<file path="config.mk">
export PLATFORM = sky130hd
export DESIGN_NAME = tlc_tag_ram
export DESIGN_NICKNAME = d
export VERILOG_FILES = /design/src/hw/rtl/tlc_tag_ram.sv
export SDC_FILE = /design/constraint.sdc
export NUM_CORES = 1
export LEC_CHECK = 0
export ABC_AREA = 0
export ABC_CLOCK_PERIOD_IN_PS = 1900
export BUFFER_PORTS_ARGS = -buffer_cell sky130_fd_sc_hd__buf_2
export CORE_ASPECT_RATIO = 1.1
export CORE_MARGIN = 3
export CORE_UTILIZATION = 50
export CTS_CLUSTER_SIZE = 20
export DETAILED_ROUTE_END_ITERATION = 6
export PLACE_DENSITY = 0.7
export SYNTH_ARGS = -nofsm -noshare
export SYNTH_HDL_FRONTEND = slang
export SYNTH_SLANG_ARGS = --single-unit
</file>
<file path="constraint.sdc">
create_clock -name clk -period 1.9 [get_ports clk]
set_input_delay 0.38 -clock clk [delete_from_list [all_inputs] [get_ports clk]]
set_output_delay 0.38 -clock clk [all_outputs]
set_load 0.01 [all_outputs]
</file>
<file path="src/hw/rtl/tlc_tag_ram.sv">
`default_nettype none
module tlc_tag_ram #(
  parameter int DEPTH = 16,
  parameter int WIDTH = 8
) (
  input  wire logic                                      clk,
  input  wire logic                                      we,
  input  wire logic [$clog2(DEPTH > 1 ? DEPTH : 2)-1:0]  waddr,
  input  wire logic [WIDTH-1:0]                          wdata,
  input  wire logic                                      re,
  input  wire logic [$clog2(DEPTH > 1 ? DEPTH : 2)-1:0]  raddr,
  output logic      [WIDTH-1:0]                          q
);
  logic [WIDTH-1:0] mem [DEPTH];

  always_ff @(posedge clk) begin
    if (we) begin
      mem[waddr] <= wdata;
    end
    if (re) begin
      q <= mem[raddr];
    end
  end
endmodule
`default_nettype wire

</file>
# Yosys cells after proc, flatten, opt, wreduce, memory -nomap -nowiden
# Memories as Yosys holds them, arrays and structs flattened. A register that Yosys moved wholly into a read port is not among the register bits.
# Index checks and enable logic that the tools add are counted.
# W data, S select, Z words.
dict set report classes {
  n_addsub 0
  n_mul 0
  n_div 0
  order_cmp 0
  eq_ne 0
  n_shift 0
  mux 2
  bitwise 0
  n_reduce_logical 0
}
# cell n
set op_table {}
lappend op_table {{$mux W1} 2}
dict set report totals {
  register_bits 0
  latchBits 0
  ram_bits 128
  rom_bits 0
  output_inout_bits 8
  memories 1
}
# memory depth width read_ports rd_ports_with_merged_regs wr line
set mem_list {}
lappend mem_list {mem 16 8 1 1 1 14} ;# logic [WIDTH-1:0] mem [DEPTH];

# Logic depth before layout (Yosys ltp)
dict set report depth {
  word_depth 2
  depth_mapped 5
  depth_no_buf 3
}

# Worst setup path after synthesis
# OpenSTA, ideal clock, no wires.
dict set report synth_timing {
  path_type {in2reg}
  start {input waddr[2] in the netlist's numbering}
  end {memory mem[0][0], enable pin}
  setup_time_ps 383
  t_arrival_ps 1490
  t_required_ps 1517
  path_slack_ps 27
  stages 2
  n_path_buf 0
  cell_sequence {or3b_2 > nor3_1}
}
# item line
set synth_lines {}
lappend synth_lines {{from (decl)} 8} ;# input wire logic [$clog2(DEPTH > 1 ? DEPTH : 2)-1:0] waddr,
lappend synth_lines {{to (decl)} 14}
# No word-level cell before the write port.

==> metrics.txt <==
Num CTS Buffers 17; I/O Buffers 26; initial antenna violation count 0; Die Span Y 113 µm; via count 2,462; Clock Skew 0.00492 ns; Placed Area 0.00567 mm²; H-tree levels 4; Crit Path Category flip-flop to flip-flop; die width 103 µm; DRT Pass-1 Iters 4; P&R area growth vs syn 18.2%; final worst-path cycle share 0.796; Clk Latency, worst-skew pair 0.51 ns; Routed WL 9450 µm; synthesized instance count 229; commonest cells after routing, fill and taps aside edfxtp_1, buf_2, buf_4; top cells by area, synth edfxtp_1, mux4_2, mux4_1; VDD IR-drop max 0.529 mV; CP startpoint kind flip-flop; first-pass GRT wire length 15,300 µm; vias in the first global route 2,652; syn_nets 248; count of final setup violators 0; layout cell share with drive strength beyond 1 0.318; Die Area 0.0117 mm²; crit path capture type flip-flop; DRT iter0 DRCs 187; FF+latch count, synth 136; syn avg cell area 22.8 µm²; static leakage 0.00211 µW; outcome complete, no violations; Max Cap Viol 0; slowest stage delay, CP 0.49 ns; WL/cell 21.4 µm; detailed-route DRC error count 0; Final HPWL DP 6340 µm; Unique masters post-synth 18; Period minus WS final 1.51 ns; Least-Margin Pin Slew 0.380 ns; CTS root buffer clkbuf_8; worst setup margin 0.388 ns; CTS tree yes; gpl congestion 0.712; max-slew violations 0; Top Ports 27; pre-CTS worst setup slack -0.0414 ns; GRT Residual Overflow 0; WHS Path Cells 1; Max Buffers Root-to-Sink 2; Yosys top cell by area edfxtp_1; antenna-violating nets left 0; Sink Count 136; crit path cell chain mux4_2 -> a22oi_1 -> buf_4 -> nand2_1; most common cell after layout, fill and taps aside edfxtp_1; Finished Cell Area 0.00618 mm²; Final Hold Fails 0; top cell type's share of synthesized area 0.781; fin nets 308; Post-CTS Resized 0; pwr dens 1050 mW/mm²; sequential fraction of the synthesis area 0.781; total track usage 0.185; Slowest-stage cell, CP mux4_2; reg2reg path depth 4; clk slew on worst S/H paths 0.06 ns; Mapped Area 0.00523 mm²; Via density 5.57; RSZ-0062 raised after global routing false; starting density of the core 0.521; Inserted Diodes 0; required time of the worst setup path 2.15 ns; pin count of the biggest net entering global routing 17; YS warnings 0; core area 0.0100 mm²; WP data arrival 1.76 ns; hold-fix buffers at CTS 0; fmax 661 MHz; worst hold path type primary input to flip-flop; Max-slew headroom 0.747; largest fanout on the critical path 1; setup bufs post-CTS 0; standard-cell rows 38
[stage by stage]
step	power (µW)	std cells	setup TNS [ns]	hold slack (ns)	util
floorplan	3630	229	0	0.479	-
global placement	3780	410	-0.0854	0.722	0.565
detailed placement	3790	410	-0.0775	0.744	0.565
CTS	6580	442	0	0.218	0.616
global route	6760	442	0	0.220	0.616
finish	6510	442	0	0.241	0.616
[metal layers]
layer	part of all wire	global-route usage	vias up	routed length (µm)
li1	-	-	1105	-
met1	0.43	0.254	1277	4070
met2	0.51	0.285	65	4810
met3	0.042	0.0499	15	395
met4	0.017	0.0717	0	162
met5	0	0	-	0
[state kept, by name (all words and copies together) (netlist names)]
signal  cells
q           8
mem       128
[cells in the mapped netlist, drive strengths merged]
master,number
or3b,1
and2,1
nand3b,2
nor3,4
nand2b,2
buf,7
a22oi,16
edfxtp,136
and2b,1
nor2,13
mux4,32
clkdlybuf4s25,3
nand2,9
nand3,1
nor2b,1
[power breakdown]
| part | switching, µW | internal (µW) | total [µW] |
|---|---|---|---|
| combinational | 176 | 143 | 319 |
| clock | 1100 | 1690 | 2790 |
| sequential | 17.6 | 3380 | 3400 |
[cell families after synthesis]
family                 Yosys count  share of synthesized area
buffers and inverters           10                     0.0165
AOI/OAI and AO/OA               16                     0.0230
and+or+nand+nor                 35                     0.0314
DFF                            136                      0.781
muxes                           32                      0.148
[final cells by class]
type | instances | area, µm²
clock inverter | 13 | 87.6
tap | 140 | 175
fill | 679 | 3850
timing repair buffer | 51 | 355
sequential | 136 | 4080
multi-input combinational | 83 | 1060
clock buffer | 19 | 422
[worst max-delay path: cells and delay by family (launching register included)]
| family | cells | cell delay (ns) |
|---|---|---|
| flip-flops | 1 | 0.37 |
| AO/OA/AOI/OAI | 1 | 0.19 |
| multiplexers | 1 | 0.49 |
| buffers and inverters | 1 | 0.15 |
| AND/OR/NAND/NOR | 1 | 0.06 |
[path summary, 6_finish.rpt]
path	from	to	slack, ns
min reg2reg	mem[4][1]	q[1]	0.76
max reg2reg	mem[6][6]	q[6]	0.39
max	mem[6][6]	q[6]	0.39
min	re	q[7]	0.24
Power figures use the tool's default switching activity.
