[src/hw/rtl/tlc_pkg.sv]
`default_nettype none
package tlc_pkg;

  localparam int NEAR_SETS_D = 16;
  localparam int NEAR_WAYS_D = 4;
  localparam int FAR_SETS_D  = 64;
  localparam int FAR_WAYS_D  = 8;
  localparam int ADDR_BITS_D = 32;

  localparam int WAY_IDX_W  = 4;
  localparam int CFG_IDX_W  = 3;
  localparam int CFG_DATA_W = 10;
  localparam int LAT_W      = 12;
  localparam int TOTAL_W    = 48;
  localparam int CNT_W      = 32;

  typedef enum logic [CFG_IDX_W-1:0] {
    REG_OFFSET   = 3'd0,
    REG_L1_LAT   = 3'd1,
    REG_L2_LAT   = 3'd2,
    REG_MEM_LAT  = 3'd3,
    REG_WR_ALLOC = 3'd4
  } cfg_reg_t;

  typedef struct packed {
    logic                 hit;
    logic [WAY_IDX_W-1:0] hit_way;
    logic [WAY_IDX_W-1:0] vic_way;
  } set_res_t;

  function automatic logic [CNT_W-1:0] sat_inc(input logic [CNT_W-1:0] c, input logic en);
    logic [CNT_W-1:0] r;
    r = c;
    if (en && (c != '1)) begin
      r = c + CNT_W'(1);
    end
    return r;
  endfunction

endpackage
`default_nettype wire

[src/hw/rtl/tlc_set_unit.sv]
`default_nettype none
module tlc_set_unit #(
  parameter int WAYS  = 8,
  parameter int TAG_W = 32,
  parameter int AGE_W = 3
) (
  input  wire logic [WAYS-1:0]             way_en,
  input  wire logic [WAYS-1:0]             vld,
  input  wire logic [WAYS-1:0][TAG_W-1:0]  tags,
  input  wire logic [WAYS-1:0][AGE_W-1:0]  ages,
  input  wire logic [TAG_W-1:0]            key,
  input  wire logic                        use_victim,
  output tlc_pkg::set_res_t                res,
  output logic      [WAYS-1:0][AGE_W-1:0]  ages_out
);
  localparam int WI = (WAYS > 1) ? $clog2(WAYS) : 1;

  logic          hit;
  logic [WI-1:0] hw;
  logic          inv;
  logic [WI-1:0] iw;
  logic [WI-1:0] best;
  logic [WI-1:0] vic;
  logic [WI-1:0] tw;
  logic [AGE_W-1:0] a;

  always_comb begin
    hit  = 1'b0;
    hw   = '0;
    inv  = 1'b0;
    iw   = '0;
    best = '0;
    for (int w = WAYS - 1; w >= 0; w--) begin
      if (way_en[w] && vld[w] && (tags[w] == key)) begin
        hit = 1'b1;
        hw  = WI'(w);
      end
      if (way_en[w] && !vld[w]) begin
        inv = 1'b1;
        iw  = WI'(w);
      end
    end
    for (int w = 1; w < WAYS; w++) begin
      if (way_en[w] && (ages[w] > ages[best])) begin
        best = WI'(w);
      end
    end
    vic = inv ? iw : best;
    tw  = use_victim ? vic : hw;
    a   = ages[tw];
    for (int w = 0; w < WAYS; w++) begin
      ages_out[w] = (ages[w] < a) ? ages[w] + AGE_W'(1) : ages[w];
    end
    ages_out[tw] = '0;
    res.hit     = hit;
    res.hit_way = tlc_pkg::WAY_IDX_W'(hw);
    res.vic_way = tlc_pkg::WAY_IDX_W'(vic);
  end
endmodule
`default_nettype wire

[config.mk]
export PLATFORM = sky130hd
export DESIGN_NAME = tlc_set_unit
export DESIGN_NICKNAME = d
export VERILOG_FILES = /design/src/hw/rtl/tlc_pkg.sv /design/src/hw/rtl/tlc_set_unit.sv
export SDC_FILE = /design/constraint.sdc
export NUM_CORES = 1
export LEC_CHECK = 0
export ABC_AREA = 1
export BUFFER_PORTS_ARGS = -buffer_cell sky130_fd_sc_hd__buf_2
export CORE_AREA = 2 2 141 143
export DETAILED_ROUTE_END_ITERATION = 10
export DIE_AREA = 0 0 143 145
export PLACE_DENSITY = 0.81
export RECOVER_POWER = 25
export SLEW_MARGIN = 0
export SYNTH_ARGS = -nofsm -noshare
export SYNTH_HDL_FRONTEND = slang
export SYNTH_SLANG_ARGS = --single-unit
[constraint.sdc]
create_clock -name vclk -period 44.4
set_clock_uncertainty 0.2 [all_clocks]
set_input_delay 6.66 -clock vclk [all_inputs]
set_output_delay 6.66 -clock vclk [all_outputs]
set_load 0.02 [all_outputs]
== After elaboration in Yosys (flattened, before gate mapping) ==
Cells that the tools add are included.

* Bits in registers: 0
* Output and inout port bits: 33
* Input port bits: 329
* Word-level logic and storage cells: 146

* Bitwise logic cells: 2
* Mux-type cells: 65
* Magnitude comparators: 23
* Reductions and logical operators: 40
* Equality and inequality tests: 8
* $add $sub $neg: 8

{| class="wikitable"
|+ Operator list
! operator !! count
|-
| 32-bit equality test || 8
|-
| 3-bit two-way mux || 40
|-
| 3-bit binary-select mux with 3-bit select || 7
|-
| 1-bit logical AND || 32
|-
| 3-bit by 4-bit < comparator with 1-bit output, second input constant || 7
|-
| 3-bit by 1-bit adder with 3-bit output, second input constant || 8
|-
| 24-bit bitwise AND || 1
|-
| 3-bit < comparator || 8
|-
| 24-bit NOT || 1
|-
| 3-bit > comparator || 7
|-
| 1-bit two-way mux || 17
|-
| 3-bit demux with 3-bit select || 1
|-
| 1-bit zero test || 8
|-
| 3-bit by 1-bit greater-or-equal comparator with 1-bit output, second input constant || 1
|}

== Logic depth before layout (Yosys ltp) ==
* Word-level depth: 41
* Gate-level depth with buffers: 79
* Mapped depth without buffers: 78

== Worst setup path after synthesis ==
OpenSTA, ideal clock, no wires.

* Kind: input -> output
* Start point: input port ages[2] (netlist name)
* End point: output port ages_out[2] (netlist name)
* Path buffers: 0
* Data required time: 37,540 ps
* Arrival: 16,936 ps
* Path slack: 20,604 ps
* Stages on the path: 73
* Path through: inv_1 > ha_1 > nand2_1 > o21ai_1 > nand2_1 > a21oi_4 > a21oi_1 > ha_1 > nand2_1 > o21ai_1 > nand3_2 > nand2_1 > o21ai_0 > ha_1 > nand2_1 > o21ai_0 > nand3_1 > nand2_4 > (+37 left out) > nand3_1 > nand2_1 > o21ai_0 > inv_1 > nand2_1 > nand2_2 > inv_1 > nor2_2 > nand3_1 > o22ai_1 > nor4_1 > ha_1 > a21boi_2 > nand2_2 > nand3_1 > nand2_1 > inv_1 > nor2_1

{| class="wikitable"
|+ RTL lines
! what !! RTL line !! text
|-
| start: declaration || tlc_set_unit.sv:10 || <nowiki>input wire logic [WAYS-1:0][AGE_W-1:0] ages,</nowiki>
|-
| end: declaration || tlc_set_unit.sv:14 || <nowiki>output logic [WAYS-1:0][AGE_W-1:0] ages_out</nowiki>
|}

==> impl_metrics.json <==
{
  "cts.repair.resized": 0,
  "critPathKind": "input port to primary output",
  "grt_overflow_total": 0,
  "worst_pin_slew_ns": 1.04,
  "num_rows": 51,
  "cpPeakStageDelay_ns": 0.92,
  "fin_crit_ns": 26.07,
  "hp-class": "input port to primary output",
  "max_freq_ghz": 0.0384,
  "setup_tns_ns": 0,
  "maxCapViolations": 0,
  "avgRoutedWirePerCell_um": 18.4,
  "place_congestion": 1.08,
  "peakVddDrop_v": 0.0000112,
  "drive_gt1_frac": 0.233,
  "core_mm2": 0.0192,
  "grt_pass1_wl_um": 58400,
  "crit_path_start_kind": "input port",
  "num_io_pins": 362,
  "finalNetCount": 2270,
  "post_dp_cell_area_mm2": 0.00937,
  "hold_viol": 0,
  "critPathCaptureType": "primary output",
  "grt.total_usage": 0.371,
  "seq_cell_count": 0,
  "cp_data_arrival_time_ns": 19.21,
  "first_iter_violations": 951,
  "ant_nets": 0,
  "synth.avg_cell_area_um2": 4.76,
  "synthCells": 1580,
  "slowest_stage": "nor4_2",
  "vias": 11166,
  "portBuffers": 360,
  "leakage_nw": 6.06,
  "grt_pass1_vias": 10450,
  "syn_area_mm2": 0.00752,
  "area_growth_pct": 24.6,
  "fillers": 2185,
  "hold_buffers": 0,
  "max-slew-margin-rel": 0.300,
  "grt_antenna_before_repair": 8,
  "yosysUniqueCellTypes": 50,
  "fin_crit_sh": 0.587,
  "setup_viol": 0,
  "drc": 0,
  "yosysWarnings": 0,
  "crit_top_cell": "nand2_1",
  "p_total_w": 0.000185,
  "power_density_mw_per_mm2": 19.8,
  "final_area_mm2": 0.00937,
  "postCtsSetupRepairBufs": 0,
  "firstDrtPassIters": 6,
  "die_h_um": 145,
  "rsz0062_at_grt": "no",
  "synth-seq-area-share": 0,
  "routed_wl_um": 40100,
  "start_util": 0.392,
  "required_ns": 37.54,
  "die-area_mm2": 0.0207,
  "cp_max_fo": 14,
  "status": "complete, no violations",
  "grt_max_degree": 15,
  "clock_buffers": 0,
  "register_area_um2": 0,
  "dp_hpwl_um": 33800,
  "drt-vias-per-instance": 5.13,
  "drv_slew": 0,
  "die-width_um": 143
}
[cell families after synthesis]
kind of cell / count (synthesis) / synth area share
simple gates: 989 / 0.552
buf+inv: 350 / 0.194
compound gates: 139 / 0.118
xor+xnor: 64 / 0.0745
other cells: 1 / 0.000499
fa+ha+maj: 37 / 0.0616
[power by group]
part | switching [W] | total (W) | internal (W)
sequential | 0 | 0 | 0
clock | 0 | 0.0000000000242 | 0.0000000000241
combinational | 0.000119 | 0.000185 | 0.0000666
[synth_stat cells (5+ instances only)]
master | n | area [um2]
xnor2_1 | 55 | 482
inv_1 | 292 | 1100
nand2_1 | 651 | 2440
xor2_1 | 9 | 78.8
buf_6 | 7 | 78.8
o211ai_1 | 12 | 90.1
o21ai_1 | 12 | 60.1
a31oi_1 | 5 | 31.3
nor2_2 | 9 | 56.3
buf_4 | 22 | 165
nand3_1 | 66 | 330
a21oi_1 | 29 | 145
nand4_1 | 30 | 188
a21boi_2 | 12 | 135
inv_2 | 19 | 71.3
nand2_2 | 26 | 163
nor2_1 | 169 | 634
ha_1 | 37 | 463
nand2_4 | 5 | 56.3
buf_2 | 9 | 45.0
nor3_1 | 5 | 25.0
o22ai_1 | 5 | 31.3
o21ai_0 | 45 | 225
nand3_2 | 5 | 50.1
[placed cells by master (no fill, tap or decap), types with 9 or more instances in the layout]
| cell | netlist | final |
|---|---|---|
| a21boi_2 | 12 | 12 |
| a21oi_1 | 29 | 30 |
| buf_2 | 9 | 356 |
| ha_1 | 37 | 37 |
| inv_1 | 292 | 292 |
| inv_2 | 19 | 19 |
| nand2_1 | 651 | 652 |
| nand2_2 | 26 | 25 |
| nand3_1 | 66 | 66 |
| nand4_1 | 30 | 30 |
| nor2_1 | 169 | 170 |
| o211ai_1 | 12 | 12 |
| o21ai_0 | 45 | 45 |
| o21ai_1 | 12 | 12 |
| xnor2_1 | 55 | 55 |
| xor2_1 | 9 | 9 |
[cell type report]
class,instances,area [um2],share of cell area
Inverter,311,1170,0.125
Multi-Input combinational cell,1231,6050,0.646
Antenna cell,8,20.0,0.00214
Timing Repair Buffer,360,1800,0.192
Tap cell,265,332,0.0354
[final timing paths]
check / startpoint / end / slack [ns] / cells past startpoint
min: ages[12] / ages_out[12] / 13.51 / 4
max: ages[2] / ages_out[2] / 18.33 / 73
[through the flow]
| step | setup WS, ns | cells | utilization | hold slack (ns) |
|---|---|---|---|---|
| 2_1_floorplan | 20.60 | 1581 | - | 13.26 |
| 3_3_place_gp | 19.37 | 2167 | 0.488 | 13.51 |
| 3_5_place_dp | 19.18 | 2167 | 0.488 | 13.51 |
| 4_1_cts | 19.15 | 2167 | 0.488 | 13.51 |
| 5_1_grt | 17.24 | 2172 | 0.487 | 13.54 |
| 6_report | 18.33 | 2175 | 0.488 | 13.51 |
[routing by layer]
metal	up-vias	routed length, um	track usage
li1	5427	-	-
met1	4910	14700	0.430
met2	677	18800	0.644
met3	150	3970	0.0584
met4	2	2630	0.199
met5	-	20	0
[critical path: cells and delay by family]
kind	cells	cell delay [ns]
buf+inv	8	1.17
compound gates	21	3.50
fa+ha+maj	8	2.53
simple gates	36	5.36
(Power assumes the default switching activity.)
